`config.mk`:
```
export PLATFORM = sky130hd
export DESIGN_NAME = ecp_search
export DESIGN_NICKNAME = d
export VERILOG_FILES = /design/src/sv/ecp_pkg.sv /design/src/sv/ecp_search.sv
export SDC_FILE = /design/constraint.sdc
export NUM_CORES = 1
export LEC_CHECK = 0
export BUFFER_PORTS_ARGS = -buffer_cell sky130_fd_sc_hd__buf_2
export CAP_MARGIN = 20
export CORE_MARGIN = 4
export CORE_UTILIZATION = 47
export CTS_CLUSTER_DIAMETER = 60
export DETAILED_ROUTE_END_ITERATION = 6
export PLACE_DENSITY = 0.87
export SLEW_MARGIN = 30
export SYNTH_ARGS = -nofsm -noshare
export SYNTH_HDL_FRONTEND = slang
export SYNTH_SLANG_ARGS = --single-unit
```
`constraint.sdc`:
```
create_clock -name clk_i -period 4 [get_ports clk_i]
set_clock_uncertainty 0.05 [all_clocks]
set_input_delay 0.4 -clock clk_i [delete_from_list [all_inputs] [get_ports clk_i]]
set_output_delay 0.4 -clock clk_i [all_outputs]
set_load 0.02 [all_outputs]
```
`src/sv/ecp_pkg.sv`:
```
package ecp_pkg;

  localparam int unsigned COUNT_W = 9;
  localparam logic [COUNT_W-1:0] NARROW_LIMIT = 9'd16;

  localparam logic [1:0] OP_COLLECT = 2'd0;
  localparam logic [1:0] OP_INDEX   = 2'd1;
  localparam logic [1:0] OP_READ    = 2'd2;

  localparam logic [1:0] KIND_BYTE   = 2'd0;
  localparam logic [1:0] KIND_STATUS = 2'd1;
  localparam logic [1:0] KIND_ENTRY  = 2'd2;

  localparam logic [1:0] STAT_OK       = 2'd0;
  localparam logic [1:0] STAT_OVERFLOW = 2'd1;
  localparam logic [1:0] STAT_MISS     = 2'd2;

  typedef struct packed {
    logic [1:0] op;
    logic [7:0] red;
    logic [7:0] green;
    logic [7:0] blue;
    logic [7:0] alpha;
    logic       first_pixel;
    logic       last_pixel;
    logic [7:0] entry_index;
  } in_item_t;

  typedef struct packed {
    logic [1:0]         kind;
    logic [7:0]         data_byte;
    logic [31:0]        palette_color;
    logic [COUNT_W-1:0] color_count;
    logic               wide_mode;
    logic [1:0]         status;
  } out_item_t;

  typedef struct packed {
    logic done;
    logic hit;
  } srch_res_t;

  typedef enum logic [2:0] {
    S_IDLE   = 3'b001,
    S_SEARCH = 3'b010,
    S_EMIT   = 3'b100
  } ctrl_state_e;

endpackage

```
`src/sv/ecp_search.sv`:
```
module ecp_search import ecp_pkg::*; #(
  parameter int unsigned AW = 8
) (
  input  logic               clk_i,
  input  logic               rst_ni,
  input  logic               start_i,
  input  logic [31:0]        color_i,
  input  logic [COUNT_W-1:0] count_i,
  input  logic [31:0]        rdata_i,
  output logic               rd_en_o,
  output logic [AW-1:0]      rd_addr_o,
  output srch_res_t          res_o,
  output logic [AW-1:0]      idx_o
);

  logic               busy_q;
  logic [COUNT_W-1:0] pos_q;
  logic               chk_q;
  logic [AW-1:0]      chk_idx_q;
  logic               more;
  logic               hit;
  logic               issue;
  logic               done;

  // one table entry read per cycle, compared in the cycle after its read
  assign more  = pos_q < count_i;
  assign hit   = chk_q && (rdata_i == color_i);
  assign issue = busy_q && more && !hit;
  assign done  = busy_q && (hit || (!chk_q && !more));

  always_ff @(posedge clk_i or negedge rst_ni) begin
    if (!rst_ni) begin
      busy_q <= 1'b0;
      pos_q  <= '0;
      chk_q  <= 1'b0;
    end else if (start_i) begin
      busy_q <= 1'b1;
      pos_q  <= '0;
      chk_q  <= 1'b0;
    end else if (busy_q) begin
      if (done) begin
        busy_q <= 1'b0;
      end
      chk_q <= issue;
      if (issue) begin
        pos_q <= pos_q + 1'b1;
      end
    end
  end

  always_ff @(posedge clk_i) begin
    if (issue) begin
      chk_idx_q <= pos_q[AW-1:0];
    end
  end

  assign rd_en_o   = issue;
  assign rd_addr_o = pos_q[AW-1:0];
  assign res_o     = '{done: done, hit: hit};
  assign idx_o     = chk_idx_q;

endmodule

```
# Word-level counts from Yosys, hierarchy flattened

Cells that the tools add are included.
Widths: inputs -> output; s select.

Flip-flop bits (word level): 19
Bits of input ports: 76
Logic and storage cells: 27
Output and inout port bits: 19

Multiplexer cells: 8
Order comparisons: 1
Add/sub/neg operators: 1
Eq/ne operators: 1
Reductions and logical operators: 12

Operator list:

| kind                | number |
|---|---|
| $eq 32x32->1        | 1 |
| $mux 9              | 3 |
| $add 9x1->9 const B | 1 |
| $lt 9x9->1          | 1 |
| $logic_and 1x1->1   | 5 |
| $mux 1              | 5 |
| $reduce_bool 2->1   | 2 |
| $logic_not 1->1     | 3 |
| $reduce_and 2->1    | 1 |
| $logic_or 1x1->1    | 1 |

# Logic depth before layout (Yosys ltp)

Gate-level depths: netlist (run 1).

Word-level depth: 8
Mapped depth: 10
Gate-level depth less buffers: 8

# Worst setup path before layout (run 1)

Ideal clock, no wire load.

Kind: in2out
Start: input port count_i[5]
End: output port res_o[1] (netlist name)
Slack: 1.777 ns
Arrival time: 1.773 ns
Cell stages on the path: 10
Path through: inv_1 -> ha_1 -> a21o_1 -> a21oi_1 -> o21ai_0 -> a21o_1 -> buf_6 -> a21oi_1 -> nor2b_1 -> buf_4

Longest elaborated chain between the ends: 5

RTL lines:

| element           | RTL line         | source |
|---|---|---|
| start, declared   | ecp_search.sv:8  | `input logic [COUNT_W-1:0] count_i,` |
| $lt 9x9->1        | ecp_search.sv:26 | `assign more = pos_q < count_i;` |
| $logic_not 1->1   | ecp_search.sv:29 | `assign done = busy_q && (hit \|\| (!chk_q && !more));` |
| $logic_and 1x1->1 | ecp_search.sv:29 |  |
| $logic_or 1x1->1  | ecp_search.sv:29 |  |
| $logic_and 1x1->1 | ecp_search.sv:29 |  |
| end, declared     | ecp_search.sv:12 | `output srch_res_t res_o,` |

Every way passes these cells.

# Worst setup path in the final report (run 1)

Start: register pos_q[5]
End: output port rd_en_o

Longest elaborated chain between the ends: 3

RTL lines:

| element                        | RTL line         | source |
|---|---|---|
| start, declared                | ecp_search.sv:17 | `logic [COUNT_W-1:0] pos_q;` |
| start signal, assigned         | ecp_search.sv:46 | `pos_q <= pos_q + 1'b1;` |
| $lt 9x9->1                     | ecp_search.sv:26 |  |
| $logic_and 1x1->1 (2 in a row) | ecp_search.sv:28 | `assign issue = busy_q && more && !hit;` |
| end, declared                  | ecp_search.sv:10 | `output logic rd_en_o,` |

Every way passes these cells.

==> impl_metrics.yaml, run 1 <==
detailed_routing:
  drc: 0
  num_vias: 1410
  ant_nets: 0
  first_pass_iters: 4
  wl_mm: 3.69
  vias_per_cell: 4.93
  drt_iter0_drc: 131
  wl_per_cell_um: 12.9
clock_network:
  clk_latency_ns: 0.31
  path_clk_slew_ns: 0.11
  cts_tree: "yes"
  clock_sinks: 19
  cts_buffer_depth: 2
  numCtsBuffers: 3
  cts_root_buffer: "clkbuf_4"
  postCtsSetupRepairBufs: 0
  htree_levels: 1
logic_synthesis:
  ys_warn_count: 0
  synth_commonest_cells: "xor2_1, dfrtp_1, buf_4, inv_1, ha_1"
  synth.distinct_cells: 31
  synthFlopType: "dfrtp_1"
  synth_top_area_frac: 0.178
  yosysTopAreaCell: "dfrtp_1"
  synthArstFlopShare: 0.579
  synth.most_common_cell: "xor2_1"
  synth.ff_latch_count: 19
  syn_inst: 155
  synth_edf_count: 8
  yosysSeqAreaShare: 0.333
  syn_nets: 240
  syn_area_um2: 1550
  syn_area_per_cell_um2: 9.98
  synth.area.top_cells: "dfrtp_1, xor2_1, edfxtp_1"
global_route:
  grt_usage: 0.187
  grt_max_degree: 18
  antenna_found_initial: 0
  busiest_layer: "met2"
  gr-usage-met1: 0.211
  grt-ovfl-total: 0
  met2_usage: 0.344
  grt_pass1_wl_mm: 6.11
  grt_use_met3: 0.0205
  grt_pass1_vias: 1415
worst_setup_path:
  path_class: "register to output port"
  max_stage_delay_ns: 0.47
  critPathCaptureType: "output port"
  cp_max_fo: 13
  arrival_ns: 2.40
  crit_path_cell_trace: "ha_1, a21o_1, a21oi_1, o21ai_0, a21o_1, nor2_4, buf_2"
  crit_path_frequent_cell: "a21o_1"
  crit_family: "compound AO/OA/AOI/OAI gates"
  crit_path_start_kind: "register"
  worst-endpoint-required_ns: 3.55
  path_buf_inv: 1
  cp_slowest_cell: "dfrtp_1"
sta:
  period_share: 0.713
  worst_slew_pin_slew_ns: 0.482
  setup_viol: 0
  slew_violations: 0
  whs_ns: 0.407
  fin_tns_setup_ns: 0
  fin_crit_ns: 2.85
  clock.fmax_mhz: 351
  finalHoldViolations: 0
  max-slew-margin-rel: 0.679
  rsz0062_at_grt: "no"
run:
  drv_cap: 0
power:
  p_leak_nw: 1.11
  peakVddDrop_uv: 97.0
  p_per_area_nw_per_um2: 211
die:
  die_w_um: 65.4
  core_um2: 3100
  rows: 20
  io_pins: 95
  start_util: 0.498
  die_y_um: 65.4
  die-area_um2: 4270
worst_hold_path:
  min_path_type: "primary input to register"
final_layout:
  antenna_cells: 0
  finalNetCount: 328
  n_fill_cell: 262
  drive_above_1_share: 0.467
  syn2layout_area_growth_pct: 30.3
place:
  place_congestion: 0.721
  dpl.hpwl_mm: 3.09
  port_buffers: 94
outcome:
  status: "complete, no violations"
worst paths after layout:
kind	slack [ns]	to	start	cells after the start
setup / recovery	1.15	rd_en_o	pos_q[5]	7
hold / removal	0.41	chk_q	start_i	2
setup reg to reg	1.52	pos_q[8]	pos_q[5]	7
hold reg to reg	0.51	busy_q	busy_q	1
max in group asynchronous	3.21	pos_q[7]	rst_ni	2
min in group asynchronous	0.47	pos_q[0]	rst_ni	2
metrics by stage:
step           setup slack [ns]  utilization  power (mW)  instance area (um2)  instances
2_1_floorplan              1.78            -       0.274                 1550        155
6_report                   1.15        0.650       0.425                 2020        286
3_5_place_dp               1.46        0.638       0.329                 1980        281
4_1_cts                    1.14        0.650       0.428                 2020        286
3_3_place_gp               1.49        0.638       0.324                 1980        281
5_1_grt                   0.989        0.650       0.450                 2020        286
layer usage:
| metal | routed length [um] | vias to the layer above |
|---|---|---|
| met2 | 1960 | 69 |
| met5 | 0 | - |
| li1 | - | 706 |
| met3 | 291 | 6 |
| met1 | 1350 | 629 |
| met4 | 85 | 0 |
flip-flops by register name, summed over array words and instances (netlist names):
name,flops
chk_q,1
pos_q,9
idx_o,8
busy_q,1
timing repair:
action                                 in CTS  in global routing
hold buffers                                1                  0
resized for setup                           0                  0
endpoints found under the hold margin      11                  0
kinds of logic after synthesis:
logic type / share of synthesized area
AOI/OAI and AO/OA: 0.0736
muxes: 0.0550
DFF: 0.333
adders and majority gates: 0.0728
and+or+nand+nor: 0.194
buffers and inverters: 0.0898
xor gates and xnor gates: 0.181
power breakdown:
part / internal, mW / leakage, nW / switching (mW)
registers: 0.210 / 0.240 / 0.00597
logic: 0.0567 / 0.849 / 0.0517
clock network: 0.0374 / 0.0177 / 0.0639
layout by cell type (no fill, tap or decap), types with 4 or more instances in the layout:
cell type  Yosys  layout
buf_2          0      94
xor2_1        31      31
dfrtp_1       11      11
inv_1         10      10
ha_1           9       9
a21oi_1        8       8
edfxtp_1       8       8
nor4_1         7       7
nor2b_1        7       7
nand3_1        6       6
nor2_1         6       6
mux2_4         5       5
nand2_1        4       4
cell type report:
cell class                      instances  area, um2  area share
Sequential cell                        19        515       0.256
Tap cell                               44       55.1      0.0273
Timing Repair Buffer                   96        488       0.242
Clock buffer                            3       22.5      0.0112
Multi-Input combinational cell        113        892       0.443
Clock inverter                          1       5.00     0.00248
Inverter                               10       37.5      0.0186
Power figures use the tool's default switching activity.
==> run 2, diff against run 1 <==
Settings changed: CORE_UTILIZATION 47 to 43, PLACE_DENSITY 0.87 to 0.8.
Clock period 4 ns to 2.8 ns, I/O delays scaled along.
==> run 2 against run 1 <==
  * Count of clock-buffer cells in the layout is the same
  * Critical path depth is the same
  * Combinational power grew 41%
  * Final area grew 0.56%
  * First-iteration DRC count shrank 67%
  * Sequential power grew 43%
  * Cell count grew 1.0%
  * Flip-flop and latch count is the same
  * Core utilization shrank 5.6 points
  * Total power grew 42%
  * Sequential share of layout area shrank 0.14 points
  * Critical path type unchanged
  * Largest cell class unchanged
  * Highest routed layer unchanged
==> impl_metrics.yaml, run 2 (same netlist as run 1, synthesis figures left out) <==
worst_setup_path:
  cp_slowest_cell: "dfrtp_1"
  max_stage_delay_ns: 0.47
  arrival_ns: 2.26
  crit_path_start_kind: "register"
  cp_max_fo: 13
  worst-endpoint-required_ns: 2.47
  crit_path_cell_trace: "ha_1, a21o_1, a21oi_1, o21ai_0, a21o_2, nor2_4, buf_2"
  critPathCaptureType: "output port"
  path_buf_inv: 1
  crit_family: "compound AO/OA/AOI/OAI gates"
  path_class: "register to output port"
  rrSetupSlack_ns: 0.40
detailed_routing:
  drc: 0
  ant_nets: 0
  vias_per_cell: 4.78
  num_vias: 1382
  first_pass_iters: 4
  drt_iter0_drc: 43
  wl_mm: 3.38
  wl_per_cell_um: 11.7
global_route:
  grt_max_degree: 18
  grt_usage: 0.145
  grt_pass1_vias: 1289
  antenna_found_initial: 0
  grt-ovfl-total: 0
  grt_pass1_wl_mm: 5.21
place:
  dpl.hpwl_mm: 2.85
  port_buffers: 94
  place_congestion: 0.753
sta:
  rsz0062_at_grt: "no"
  fin_crit_ns: 2.59
  slew_violations: 0
  fin_tns_setup_ns: 0
  finalHoldViolations: 0
  worst_slew_pin_slew_ns: 0.290
  setup_viol: 0
  whs_ns: 0.292
  max-slew-margin-rel: 0.807
  clock.fmax_mhz: 386
  period_share: 0.924
die:
  rows: 21
  die_w_um: 68.0
  die-area_um2: 4620
  start_util: 0.453
  die_y_um: 68.0
  io_pins: 95
  core_um2: 3420
clock_network:
  clk_latency_ns: 0.30
  path_clk_slew_ns: 0.11
  cts_buffer_depth: 2
  numCtsBuffers: 3
  clock_sinks: 19
  cts_root_buffer: "clkbuf_4"
  cts_tree: "yes"
  postCtsSetupRepairBufs: 0
  htree_levels: 1
final_layout:
  largest_register_ffs: 9
  finalCoreUtilization: 0.593
  drive_above_1_share: 0.473
  n_fill_cell: 302
  antenna_cells: 0
  largest-register: "pos_q"
  syn2layout_area_growth_pct: 31.1
  finalNetCount: 329
  final_cell_mix: "buf_2, xor2_1, dfrtp_1, inv_1, ha_1"
  mostFrequentLayoutCell: "buf_2"
power:
  peakVddDrop_uv: 129
  p_per_area_nw_per_um2: 297
  p_leak_nw: 1.11
run:
  drv_cap: 0
worst_hold_path:
  min_path_type: "primary input to register"
outcome:
  status: "complete, no violations"
## run 2: repair_timing
item | CTS | global route
hold endpoints to repair | 11 | 0
hold buffers | 1 | 0
setup endpoints to repair | 0 | 2
resized for setup | 0 | 1
## run 2: layout make-up
type / instances / area, um2 / share of cell area
Inverter: 10 / 37.5 / 0.0185
Clock inverter: 1 / 5.00 / 0.00247
Timing Repair Buffer: 97 / 495 / 0.244
Multi-Input combinational cell: 113 / 893 / 0.441
Clock buffer: 3 / 22.5 / 0.0111
Tap cell: 46 / 57.6 / 0.0284
Sequential cell: 19 / 515 / 0.254
## run 2: metrics by stage
stage / setup WS [ns] / cells / cell area (um2) / power (mW)
after floorplan: 0.603 / 155 / 1550 / 0.391
after CTS: 0.116 / 289 / 2030 / 0.609
after global placement: 0.433 / 284 / 1990 / 0.462
after global routing: 0.0743 / 289 / 2030 / 0.639
final: 0.212 / 289 / 2030 / 0.602
after detailed placement: 0.367 / 284 / 1990 / 0.466
## run 2: power by group
group	leakage (nW)	internal (mW)	switching [mW]	total, mW
Sequential	0.240	0.299	0.00828	0.308
Clock	0.0177	0.0533	0.0897	0.143
Combinational	0.850	0.0809	0.0708	0.152
Total	1.11	0.434	0.169	0.602
## run 2: path summary, 6_finish.rpt
| check | from | to | cells past startpoint |
|---|---|---|---|
| min in group asynchronous | rst_ni | pos_q[3] | 2 |
| hold reg to reg | busy_q | busy_q | 1 |
| setup reg to reg | pos_q[5] | pos_q[7] | 7 |
| hold / removal | start_i | pos_q[6] | 2 |
| setup / recovery | pos_q[5] | rd_en_o | 7 |
| max in group asynchronous | rst_ni | pos_q[1] | 2 |
## run 2: metal layers
layer | track usage | wire length (um)
met5 | 0 | 0
met4 | 0.0422 | 34
met3 | 0.0312 | 278
met2 | 0.266 | 1780
met1 | 0.166 | 1290
